`src/rtl/stis_pkg.sv`:
```
// Types and constants of the sorted table block.
package stis_pkg;

    localparam int VAL_W   = 32;
    localparam int CNT_OUT = 5;
    localparam int QDEPTH  = 2;
    localparam int QPTR_W  = 1;

    typedef enum logic {
        OP_INSERT = 1'b0,
        OP_SEARCH = 1'b1
    } t_op;

    typedef struct packed {
        logic                    command;
        logic signed [VAL_W-1:0] value;
    } t_in;

    typedef struct packed {
        logic               found;
        logic               refused;
        logic [CNT_OUT-1:0] entry_count;
    } t_out;

    typedef struct packed {
        t_op                     op;
        logic signed [VAL_W-1:0] value;
    } t_job;

endpackage

```
`src/rtl/stis_front.sv`:
```
// Front end: accepts words, decodes the command and queues jobs for the back end.
module stis_front (
    input  logic            i_clk,
    input  logic            i_rst_n,
    input  logic            i_valid,
    output logic            o_stall,
    input  stis_pkg::t_in   i_data,
    output logic            o_job_valid,
    input  logic            i_job_pop,
    output stis_pkg::t_job  o_job
);

    stis_pkg::t_job r_q [stis_pkg::QDEPTH];
    logic [stis_pkg::QPTR_W-1:0] r_wptr, n_wptr;
    logic [stis_pkg::QPTR_W-1:0] r_rptr, n_rptr;
    logic [stis_pkg::QPTR_W:0]   r_fill, n_fill;
    logic push, pop;
    stis_pkg::t_job job_in;

    assign o_stall     = (r_fill == (stis_pkg::QPTR_W+1)'(stis_pkg::QDEPTH));
    assign o_job_valid = (r_fill != '0);
    assign o_job       = r_q[r_rptr];
    assign push        = i_valid && !o_stall;
    assign pop         = i_job_pop && o_job_valid;

    always_comb begin
        job_in.op    = i_data.command ? stis_pkg::OP_SEARCH : stis_pkg::OP_INSERT;
        job_in.value = i_data.value;
        n_wptr = push ? r_wptr + 1'b1 : r_wptr;
        n_rptr = pop  ? r_rptr + 1'b1 : r_rptr;
        n_fill = r_fill + (stis_pkg::QPTR_W+1)'(push) - (stis_pkg::QPTR_W+1)'(pop);
    end

    always_ff @(posedge i_clk) begin
        if (!i_rst_n) begin
            r_wptr <= '0;
            r_rptr <= '0;
            r_fill <= '0;
        end else begin
            r_wptr <= n_wptr;
            r_rptr <= n_rptr;
            r_fill <= n_fill;
        end
    end

    always_ff @(posedge i_clk) begin
        if (push) begin
            r_q[r_wptr] <= job_in;
        end
    end

endmodule

```
`src/rtl/stis_back.sv`:
```
// Back end: compare-and-shift cell chain holding the sorted entries, plus output register.
module stis_back #(
    parameter int DEPTH = 16
) (
    input  logic            i_clk,
    input  logic            i_rst_n,
    input  logic            i_job_valid,
    output logic            o_job_pop,
    input  stis_pkg::t_job  i_job,
    output logic            o_valid,
    input  logic            i_stall,
    output stis_pkg::t_out  o_data
);

    localparam int CW = $clog2(DEPTH + 1);

    logic signed [stis_pkg::VAL_W-1:0] r_cell [DEPTH];
    logic signed [stis_pkg::VAL_W-1:0] n_cell [DEPTH];
    logic [CW-1:0] r_count, n_count;
    logic [DEPTH-1:0] cell_le, cell_eq;
    logic take, full, do_ins, hit;
    logic [CW+stis_pkg::CNT_OUT-1:0] cnt_ext;
    logic r_out_valid;
    stis_pkg::t_out r_out, n_out;

    assign take      = i_job_valid && (!r_out_valid || !i_stall);
    assign o_job_pop = take;
    assign full      = (r_count == CW'(DEPTH));
    assign do_ins    = take && (i_job.op == stis_pkg::OP_INSERT) && !full;

    // each cell compares its own entry against the incoming value
    always_comb begin
        for (int k = 0; k < DEPTH; k++) begin
            cell_le[k] = (CW'(k) < r_count) && (r_cell[k] <= i_job.value);
            cell_eq[k] = (CW'(k) < r_count) && (r_cell[k] == i_job.value);
        end
        hit = |cell_eq;
    end

    // keep if at or below the value, load the value at the boundary, else shift up
    always_comb begin
        for (int k = 0; k < DEPTH; k++) begin
            if (cell_le[k]) begin
                n_cell[k] = r_cell[k];
            end else if (k == 0) begin
                n_cell[k] = i_job.value;
            end else if (cell_le[k-1]) begin
                n_cell[k] = i_job.value;
            end else begin
                n_cell[k] = r_cell[k-1];
            end
        end
    end

    always_comb begin
        n_count = do_ins ? r_count + 1'b1 : r_count;
        cnt_ext = {{stis_pkg::CNT_OUT{1'b0}}, n_count};
        n_out.found       = (i_job.op == stis_pkg::OP_SEARCH) && hit;
        n_out.refused     = (i_job.op == stis_pkg::OP_INSERT) && full;
        n_out.entry_count = cnt_ext[stis_pkg::CNT_OUT-1:0];
    end

    always_ff @(posedge i_clk) begin
        if (!i_rst_n) begin
            r_count     <= '0;
            r_out_valid <= 1'b0;
        end else begin
            r_count <= n_count;
            if (take) begin
                r_out_valid <= 1'b1;
            end else if (!i_stall) begin
                r_out_valid <= 1'b0;
            end
        end
    end

    always_ff @(posedge i_clk) begin
        if (do_ins) begin
            for (int k = 0; k < DEPTH; k++) begin
                r_cell[k] <= n_cell[k];
            end
        end
        if (take) begin
            r_out <= n_out;
        end
    end

    assign o_valid = r_out_valid;
    assign o_data  = r_out;

endmodule

```
`src/rtl/sorted_table_insert_search.sv`:
```
// Top level of the sorted table block: front queue feeding the cell chain.
//
// Input channel (i_valid / o_stall / i_data): one word is a command and a
// signed 32-bit value. Command insert stores the value in ascending order,
// after any equal entries; command search looks for an equal entry.
// Output channel (o_valid / i_stall / o_data): exactly one result word per
// input word, in order: found (search), refused (insert on a full table)
// and the entry count after the step, masked to 5 bits.
// Path: an accepted word is registered in the front queue, then the cell
// chain loads the output register from it. Throughput: one word per cycle
// while i_stall is low; the rate is set by the cell chain, where all DEPTH
// cells compare and shift together.
// A 2-word queue sits between front and back, so o_stall rises only when
// the queue is full; the output register holds its word while i_stall is
// high and the back end refills it in the same cycle the word is taken.
// Reset (synchronous, active low) empties the queue, drops any pending
// result and sets the entry count to zero; the entries are not cleared.
module sorted_table_insert_search #(
    parameter int DEPTH = 16
) (
    input  logic           i_clk,
    input  logic           i_rst_n,
    input  logic           i_valid,
    output logic           o_stall,
    input  stis_pkg::t_in  i_data,
    output logic           o_valid,
    input  logic           i_stall,
    output stis_pkg::t_out o_data
);

    // decoded job handed from front to back
    logic           job_valid;
    logic           job_pop;
    stis_pkg::t_job job;

    // front: accept and decode, buffer up to two jobs
    stis_front u_front (
        .i_clk       (i_clk),
        .i_rst_n     (i_rst_n),
        .i_valid     (i_valid),
        .o_stall     (o_stall),
        .i_data      (i_data),
        .o_job_valid (job_valid),
        .i_job_pop   (job_pop),
        .o_job       (job)
    );

    // back: sorted cell chain, counts entries, drives the result register
    stis_back #(
        .DEPTH (DEPTH)
    ) u_back (
        .i_clk       (i_clk),
        .i_rst_n     (i_rst_n),
        .i_job_valid (job_valid),
        .o_job_pop   (job_pop),
        .i_job       (job),
        .o_valid     (o_valid),
        .i_stall     (i_stall),
        .o_data      (o_data)
    );

endmodule

```
`config.mk`:
```
export PLATFORM = sky130hd
export DESIGN_NAME = sorted_table_insert_search
export DESIGN_NICKNAME = d
export VERILOG_FILES = /design/src/rtl/stis_pkg.sv /design/src/rtl/stis_front.sv /design/src/rtl/stis_back.sv /design/src/rtl/sorted_table_insert_search.sv
export SDC_FILE = /design/constraint.sdc
export NUM_CORES = 1
export LEC_CHECK = 0
export BUFFER_PORTS_ARGS = -buffer_cell sky130_fd_sc_hd__buf_2
export CAP_MARGIN = 20
export CORE_MARGIN = 2
export CORE_UTILIZATION = 25
export DETAILED_ROUTE_END_ITERATION = 7
export PLACE_DENSITY_LB_ADDON = 0.05
export SYNTH_ARGS = -nofsm -noshare
export SYNTH_HDL_FRONTEND = slang
export SYNTH_SLANG_ARGS = --single-unit
```
`constraint.sdc`:
```
create_clock -name i_clk -period 11.4 [get_ports i_clk]
set_clock_uncertainty 0.15 [all_clocks]
set_input_delay 1.71 -clock i_clk [delete_from_list [all_inputs] [get_ports i_clk]]
set_output_delay 1.71 -clock i_clk [all_outputs]
set_load 0.02 [all_outputs]
```
==> results of run 1 <==
## synthesized netlist by cell type, types with 34 or more instances
cell      instances
edfxtp_1        585
ha_1            516
mux2_2          437
a21oi_1         199
nand4_1         106
nand2_1          99
o21ai_0          93
nor2_1           84
nor3_1           80
a21o_1           68
inv_1            68
clkbuf_1         61
nand3_1          37
a31oi_1          35
mux2i_1          34
## cells by family after synthesis
family / Yosys count / synth area share (%)
xor gates and xnor gates: 7 / 0.166
and+or+nand+nor: 570 / 8.68
buffers and inverters: 184 / 2.33
muxes: 483 / 14.6
AOI/OAI and AO/OA: 496 / 8.39
DFF: 596 / 48.3
adders and majority gates: 516 / 17.5
## layout make-up
cell class              instances  area share (%)
repair buffers                126            2.51
well taps                    1917            5.62
clock inverters                47            1.08
inverters                      68           0.599
diodes                          1         0.00587
multi-input cells            2072            43.7
flip-flops and latches        596            41.7
clock buffers                  93            4.76
## state kept, by name, indices dropped and copies added, names as in the netlist, named ones only
| name | count |
|---|---|
| u_back.o_data | 7 |
| u_front.r_fill | 2 |
| u_front.r_wptr | 1 |
| u_back.r_cell | 512 |
| u_back.r_count | 5 |
| u_back.o_valid | 1 |
| u_front.r_q | 66 |
| u_front.r_rptr | 1 |
## stage by stage
step | hold WS, ps | power [W] | std cells | setup slack, ps | area [um^2]
after floorplan | 369 | 0.00603 | 2852 | 4850 | 36800
after global placement | 331 | 0.00758 | 4765 | 5650 | 39800
after detailed placement | 337 | 0.00764 | 4768 | 5630 | 39900
after CTS | 347 | 0.0102 | 4908 | 5610 | 42400
after global routing | 406 | 0.0109 | 4919 | 5410 | 42600
final | 349 | 0.0101 | 4920 | 5810 | 42600
## worst paths after layout
| path | slack (ps) | to | start |
|---|---|---|---|
| hold / removal | 350 | u_back.o_valid | u_back.o_valid |
| hold reg to reg | 350 | u_back.o_valid | u_back.o_valid |
| setup reg to reg | 5810 | u_back.r_cell[0][27] | register |
| setup / recovery | 5810 | u_back.r_cell[0][27] | register |
## power groups by stage
stage / Combinational (W) / Clock, W / Sequential, W
2_1_floorplan: 0.00250 / 0 / 0.00353
4_1_cts: 0.00391 / 0.00258 / 0.00372
6_report: 0.00392 / 0.00249 / 0.00371
5_1_grt: 0.00445 / 0.00265 / 0.00377
3_3_place_gp: 0.00381 / 0 / 0.00377
3_5_place_dp: 0.00389 / 0 / 0.00375
## per-layer routing
layer  vias up  wire length (um)  part of all wire, %
met2       394             49800                   42
met4         0              2350                  2.0
li1      11500                 -                    -
met3       124              4480                  3.8
met1     12200             62000                   52
met5         -                 0                    0
## worst min-delay path: stages, from the launching register on
cell	delay [ps]
dfxtp_1	330
nand2_1	60
a21boi_0	60
==> results by group, run 1 <==
Outcome
  • Status: complete, no violations

Setup path
  • Worst-path fanout max: 33
  • Most used cell, CP: buf_4
  • Critical path depth in cells: 10
  • Critical Path RT: 11580 ps
  • Largest delay share family, worst path: compound AO/OA/AOI/OAI gates
  • Critical Path Sink Type: register
  • CP max stage cell: dfxtp_4
  • Slowest cell delay on critical path: 970 ps
  • R2R cell count: 10
  • WS Path Type: register to register
  • Buffers & Inverters on Critical Path: 2
  • CP Data Arrival Time: 5760 ps
  • CP startpoint kind: register
  • Cells along the critical path: mux2i_4, buf_4, ha_1, nand4_1, a21oi_1, o31ai_1, a21boi_0, o311ai_4, nor2_4, buf_4

Die
  • Starting Density: 25.3%
  • Site Rows: 140
  • DIE WIDTH: 388 um
  • Core area: 146000 um^2
  • IO Count: 46
  • Die Height: 388 um
  • Die ar.: 150000 um^2

GRT
  • Global Route met2 Usage: 23.2%
  • Initial antenna violation count: 4
  • GRT Max-Usage Layer: met1
  • Grt ovf: 0
  • Vias in the first global route: 25300
  • M3 GR Usage: 2.75%
  • GRT Util Overall: 15.7%
  • Met1 Track Usage GR: 23.6%
  • Largest net degree at the start of global routing: 66
  • Global-route wire length before repair: 176 mm

Timing
  • Final min period: 5590 ps
  • Final hold violations: 0
  • Measured slew at the worst slew-check pin: 1090 ps
  • Final worst path period share: 49.0%
  • Max Fclk: 179 MHz
  • Slew HR: 26.8%
  • Fin Setup TNS: 0 ps
  • Unrepaired setup endpoints after global routing: no
  • Pins Over Slew Limit: 0
  • Endpoints failing setup: 0

Power
  • Switching Power: 0.00385 W
  • Switching share of total power: 38.1%
  • Clock power frac: 24.6%
  • Register share of total power: 36.7%
  • PwrDens: 237 nW/um^2
  • Peak VDD IR: 0.0996 mV
  • Leakage: 15.9 nW
  • Pint: 0.00626 W
  • Logic pwr share: 38.8%

Routing
  • Via density: 4.92
  • DR WL/cell: 24.1 um
  • DRT antenna net count: 0
  • Drt first pass iters: 8
  • Initial DRC count: 1567
  • Wirelength, routed: 119 mm
  • Vias: 24200
  • Drt drc: 0

Layout
  • Nets: 3494
  • Filler Cell Count: 14700
  • Most common cell after layout, fill and taps aside: edfxtp_1
  • Layout Utilization: 29.2%
  • Storage element area: 17800 um^2
  • Most frequent cells in the layout: edfxtp_1, ha_1, mux2_2
  • Synth-to-layout area growth: 15.7%
  • Area of the multi-input gates: 18600 um^2
  • Share of post-route cells with drive strength above 1: 25.0%

Clock tree
  • TritonCTS Buffers: 77
  • Post-CTS Resized: 0
  • Clk Latency, worst-skew pair: 660 ps
  • Max Root-Sink Buffers: 3
  • CTS tree: done
  • Clock sinks: 596
  • Root Buffer: clkbuf_16
  • Reg clk slew, reported paths: 60 ps
  • Hold_buf cts: 0
  • H-tree depth: 3
  • Post-CTS Setup Repair Bufs: 0

Yosys
  • Synth Instances: 2852
  • Mapped cell area: 36800 um^2
  • Yosys top cell area share: 47.7%
  • Register area share after synthesis: 48.3%
  • Syn_area_per_cell: 12.9 um^2
  • Cell taking the most area after synthesis: edfxtp_1
  • Synth Flop Type: edfxtp_1
  • Post-synth EDFFs: 585
  • Ys async rst share: 0%
  • Yosys reg bits: 596
  • Netlist cell types: 76
  • Syn_nets: 3405
  • YS warnings: 0
  • Synth area leaders: edfxtp_1, ha_1, mux2_2, a21oi_1, nand4_1

Place
  • GPL Wtd Cong: 0.812
  • Detailed placement HPWL: 89.8 mm
  • # port buffers: 45

Run
  • Max Cap Viol: 0

Min path
  • Hold Path Depth: 2
  • HP Class: register to register
Power figures use the tool's default switching activity.
==> inputs of run 2 (changes only) <==
- clock period: 11.4 -> 4.9 ns (I/O delays scaled with it)
==> run 2 against run 1 <==
- wire length down 5.2%
- sequential share of layout area down 0.85 points
- sequential power up 130%
- critical path depth up 2
- largest cell class unchanged
- critical endpoint is now u_back.r_cell[10][25]
- via count down 1.3%
- critical path type unchanged
- core utilization up 0.60 points
==> results by group, run 2 (synthesized netlist as in run 1, its figures left out) <==
GRT
  • Initial antenna violation count: 4 (unchanged)
  • Vias in the first global route: 24800 (was 25300)
  • GRT Util Overall: 14.9% (was 15.7%)
  • Global-route wire length before repair: 168 mm (was 176 mm)
  • Grt ovf: 0 (unchanged)
  • Largest net degree at the start of global routing: 35 (was 66)

Routing
  • Initial DRC count: 1273 (was 1567)
  • WL met1: 58.1 mm (was 62.0 mm)
  • Top Layer Used: met4 (unchanged)
  • Met2 Routed Length: 49.1 mm (was 49.8 mm)
  • Metal3 WL: 2.56 mm (was 4.48 mm)
  • Via density: 4.79 (was 4.92)
  • DR WL/cell: 22.5 um (was 24.1 um)
  • Drt first pass iters: 5 (was 8)
  • Wirelength, routed: 112 mm (was 119 mm)
  • Drt drc: 0 (unchanged)
  • DRT antenna net count: 0 (unchanged)
  • Vias: 23900 (was 24200)

Die
  • Die Height: 388 um (unchanged)
  • Core area: 146000 um^2 (unchanged)
  • IO Count: 46 (unchanged)
  • DIE WIDTH: 388 um (unchanged)
  • Die ar.: 150000 um^2 (unchanged)
  • Site Rows: 140 (unchanged)
  • Starting Density: 25.3% (unchanged)

Place
  • DP Cell Count: 4832 (was 4768)
  • Pre-CTS setup slack: 212 ps (was 5630 ps)
  • GPL Wtd Cong: 0.787 (was 0.812)
  • Placed Instance Area: 40700 um^2 (was 39900 um^2)
  • Detailed placement HPWL: 88.4 mm (was 89.8 mm)
  • # port buffers: 45 (unchanged)

Setup path
  • CP max stage cell: or4_1 (was dfxtp_4)
  • Critical Path Sink Type: register (unchanged)
  • CP Data Arrival Time: 4870 ps (was 5760 ps)
  • R2R Path End: u_back.r_cell[10][25] (was u_back.r_cell[0][27])
  • Cells along the critical path: buf_12, mux2i_4, buf_4, ha_1, nand4_1, or4_1, nor4_1, nand2_1, nand2_1, a41oi_4, buf_4, mux2_2 (was mux2i_4, buf_4, ha_1, nand4_1, a21oi_1, o31ai_1, a21boi_0, o311ai_4, nor2_4, buf_4)
  • Slowest cell delay on critical path: 710 ps (was 970 ps)
  • Reg2reg setup slack: 290 ps (was 5810 ps)
  • CP startpoint kind: register (unchanged)
  • WS Path Type: register to register (unchanged)
  • Critical Path Sink: u_back.r_cell[10][25] (was u_back.r_cell[0][27])
  • R2R cell count: 12 (was 10)
  • Critical Path RT: 5150 ps (was 11580 ps)
  • Worst-path fanout max: 16 (was 33)

Run
  • Max Cap Viol: 0 (unchanged)

Timing
  • Fin Setup TNS: 0 ps (unchanged)
  • Final hold violations: 0 (unchanged)
  • Unrepaired setup endpoints after global routing: no (unchanged)
  • Final setup margin: 285 ps (was 5810 ps)
  • Slew HR: 28.8% (was 26.8%)
  • Pins Over Slew Limit: 0 (unchanged)
  • Final min period: 4610 ps (was 5590 ps)
  • Endpoints failing setup: 0 (unchanged)
  • Max Fclk: 217 MHz (was 179 MHz)
  • Measured slew at the worst slew-check pin: 1060 ps (was 1090 ps)
  • Final worst path period share: 94.2% (was 49.0%)

Layout
  • Most common cell after layout, fill and taps aside: edfxtp_1 (unchanged)
  • Antenna diodes: 0 (was 1)
  • Most frequent cells in the layout: edfxtp_1, ha_1, mux2_2 (unchanged)
  • Area of the multi-input gates: 18600 um^2 (about the same)
  • Max reg flops: 512 (unchanged)
  • Synth-to-layout area growth: 18.1% (was 15.7%)
  • Nets: 3556 (was 3494)
  • Biggest register: u_back.r_cell (unchanged)
  • Filler Cell Count: 14600 (was 14700)
  • Final Non-Filler Cells: 4989 (was 4920)
  • Share of post-route cells with drive strength above 1: 26.7% (was 25.0%)
  • Storage element area: 17800 um^2 (unchanged)
  • Design Area, Final: 43500 um^2 (was 42600 um^2)

Clock tree
  • Post-CTS Setup Repair Bufs: 0 (unchanged)
  • H-tree depth: 3 (unchanged)
  • Clock sinks: 596 (unchanged)
  • Post-CTS Resized: 0 (unchanged)
  • TritonCTS Buffers: 82 (was 77)
  • CTS tree: done (unchanged)
  • Reg clk slew, reported paths: 50 ps (was 60 ps)
  • Hold_buf cts: 0 (unchanged)
  • Root Buffer: clkbuf_16 (unchanged)
  • Clk Latency, worst-skew pair: 670 ps (was 660 ps)
  • Max Root-Sink Buffers: 3 (unchanged)

Power
  • Peak VDD IR: 0.254 mV (was 0.0996 mV)
  • Power Total: 0.0240 W (was 0.0101 W)
  • PwrDens: 552 nW/um^2 (was 237 nW/um^2)
  • Leakage: 16.3 nW (was 15.9 nW)

Outcome
  • Status: complete, no violations (unchanged)

Min path
  • HP Class: primary input to register (was register to register)
## run 2: cell types whose count changed in the layout (fill, tap and decap cells not counted), sizes merged
cell,delta
clkinvlp,+1
inv,-1
bufinv,+1
clkbuf,+12
diode,-1
buf,+57
## run 2: worst min-delay path by stage
stage          depth (start not counted)               from            endpoint  slack (ps)
3_5_place_dp                           2     u_back.o_valid      u_back.o_valid         330
6_report                               1         i_data[18]  u_front.r_q[1][18]         110
5_1_grt                                1         i_data[26]  u_front.r_q[0][26]          60
3_3_place_gp                           2     u_back.o_valid      u_back.o_valid         330
2_1_floorplan                          2  u_front.r_fill[0]      u_back.o_valid         370
4_1_cts                                1         i_data[26]  u_front.r_q[1][26]          40
## run 2: area by class of cell
cell class,count,area share [%]
clock inverter,48,1.15
tap,1917,5.51
multi-input combinational,2072,42.8
clock buffer,105,5.18
inverter,68,0.586
timing repair buffer,183,3.92
sequential,596,40.9
## run 2: per-layer routing
metal / up-vias / GRT usage [%]
met1: 11800 / 21.7
met5: - / 0
li1: 11700 / -
met3: 133 / 1.95
met4: 0 / 3.84
met2: 272 / 23.1
## run 2: critical path, delay by kind of cell (launching register included)
| kind | cells | cell delay, ps |
|---|---|---|
| mux | 2 | 950 |
| flops | 1 | 460 |
| simple gates | 5 | 1760 |
| buf+inv | 3 | 740 |
| compound gates | 1 | 50 |
| fa+ha+maj | 1 | 180 |
## run 2: metrics by stage
step           hold slack [ps]  utilization (%)
6_report                   108             29.8
5_1_grt                   56.5             29.8
4_1_cts                   40.7             29.8
3_5_place_dp               329             27.9
3_3_place_gp               326             27.9
2_1_floorplan              369                -
## run 2: report_power, final
part / switching (W) / internal (W) / leakage (nW) / total, W
Sequential: 0.000845 / 0.00763 / 5.53 / 0.00847
Clock: 0.00247 / 0.00377 / 1.34 / 0.00624
Combinational: 0.00555 / 0.00375 / 9.47 / 0.00930
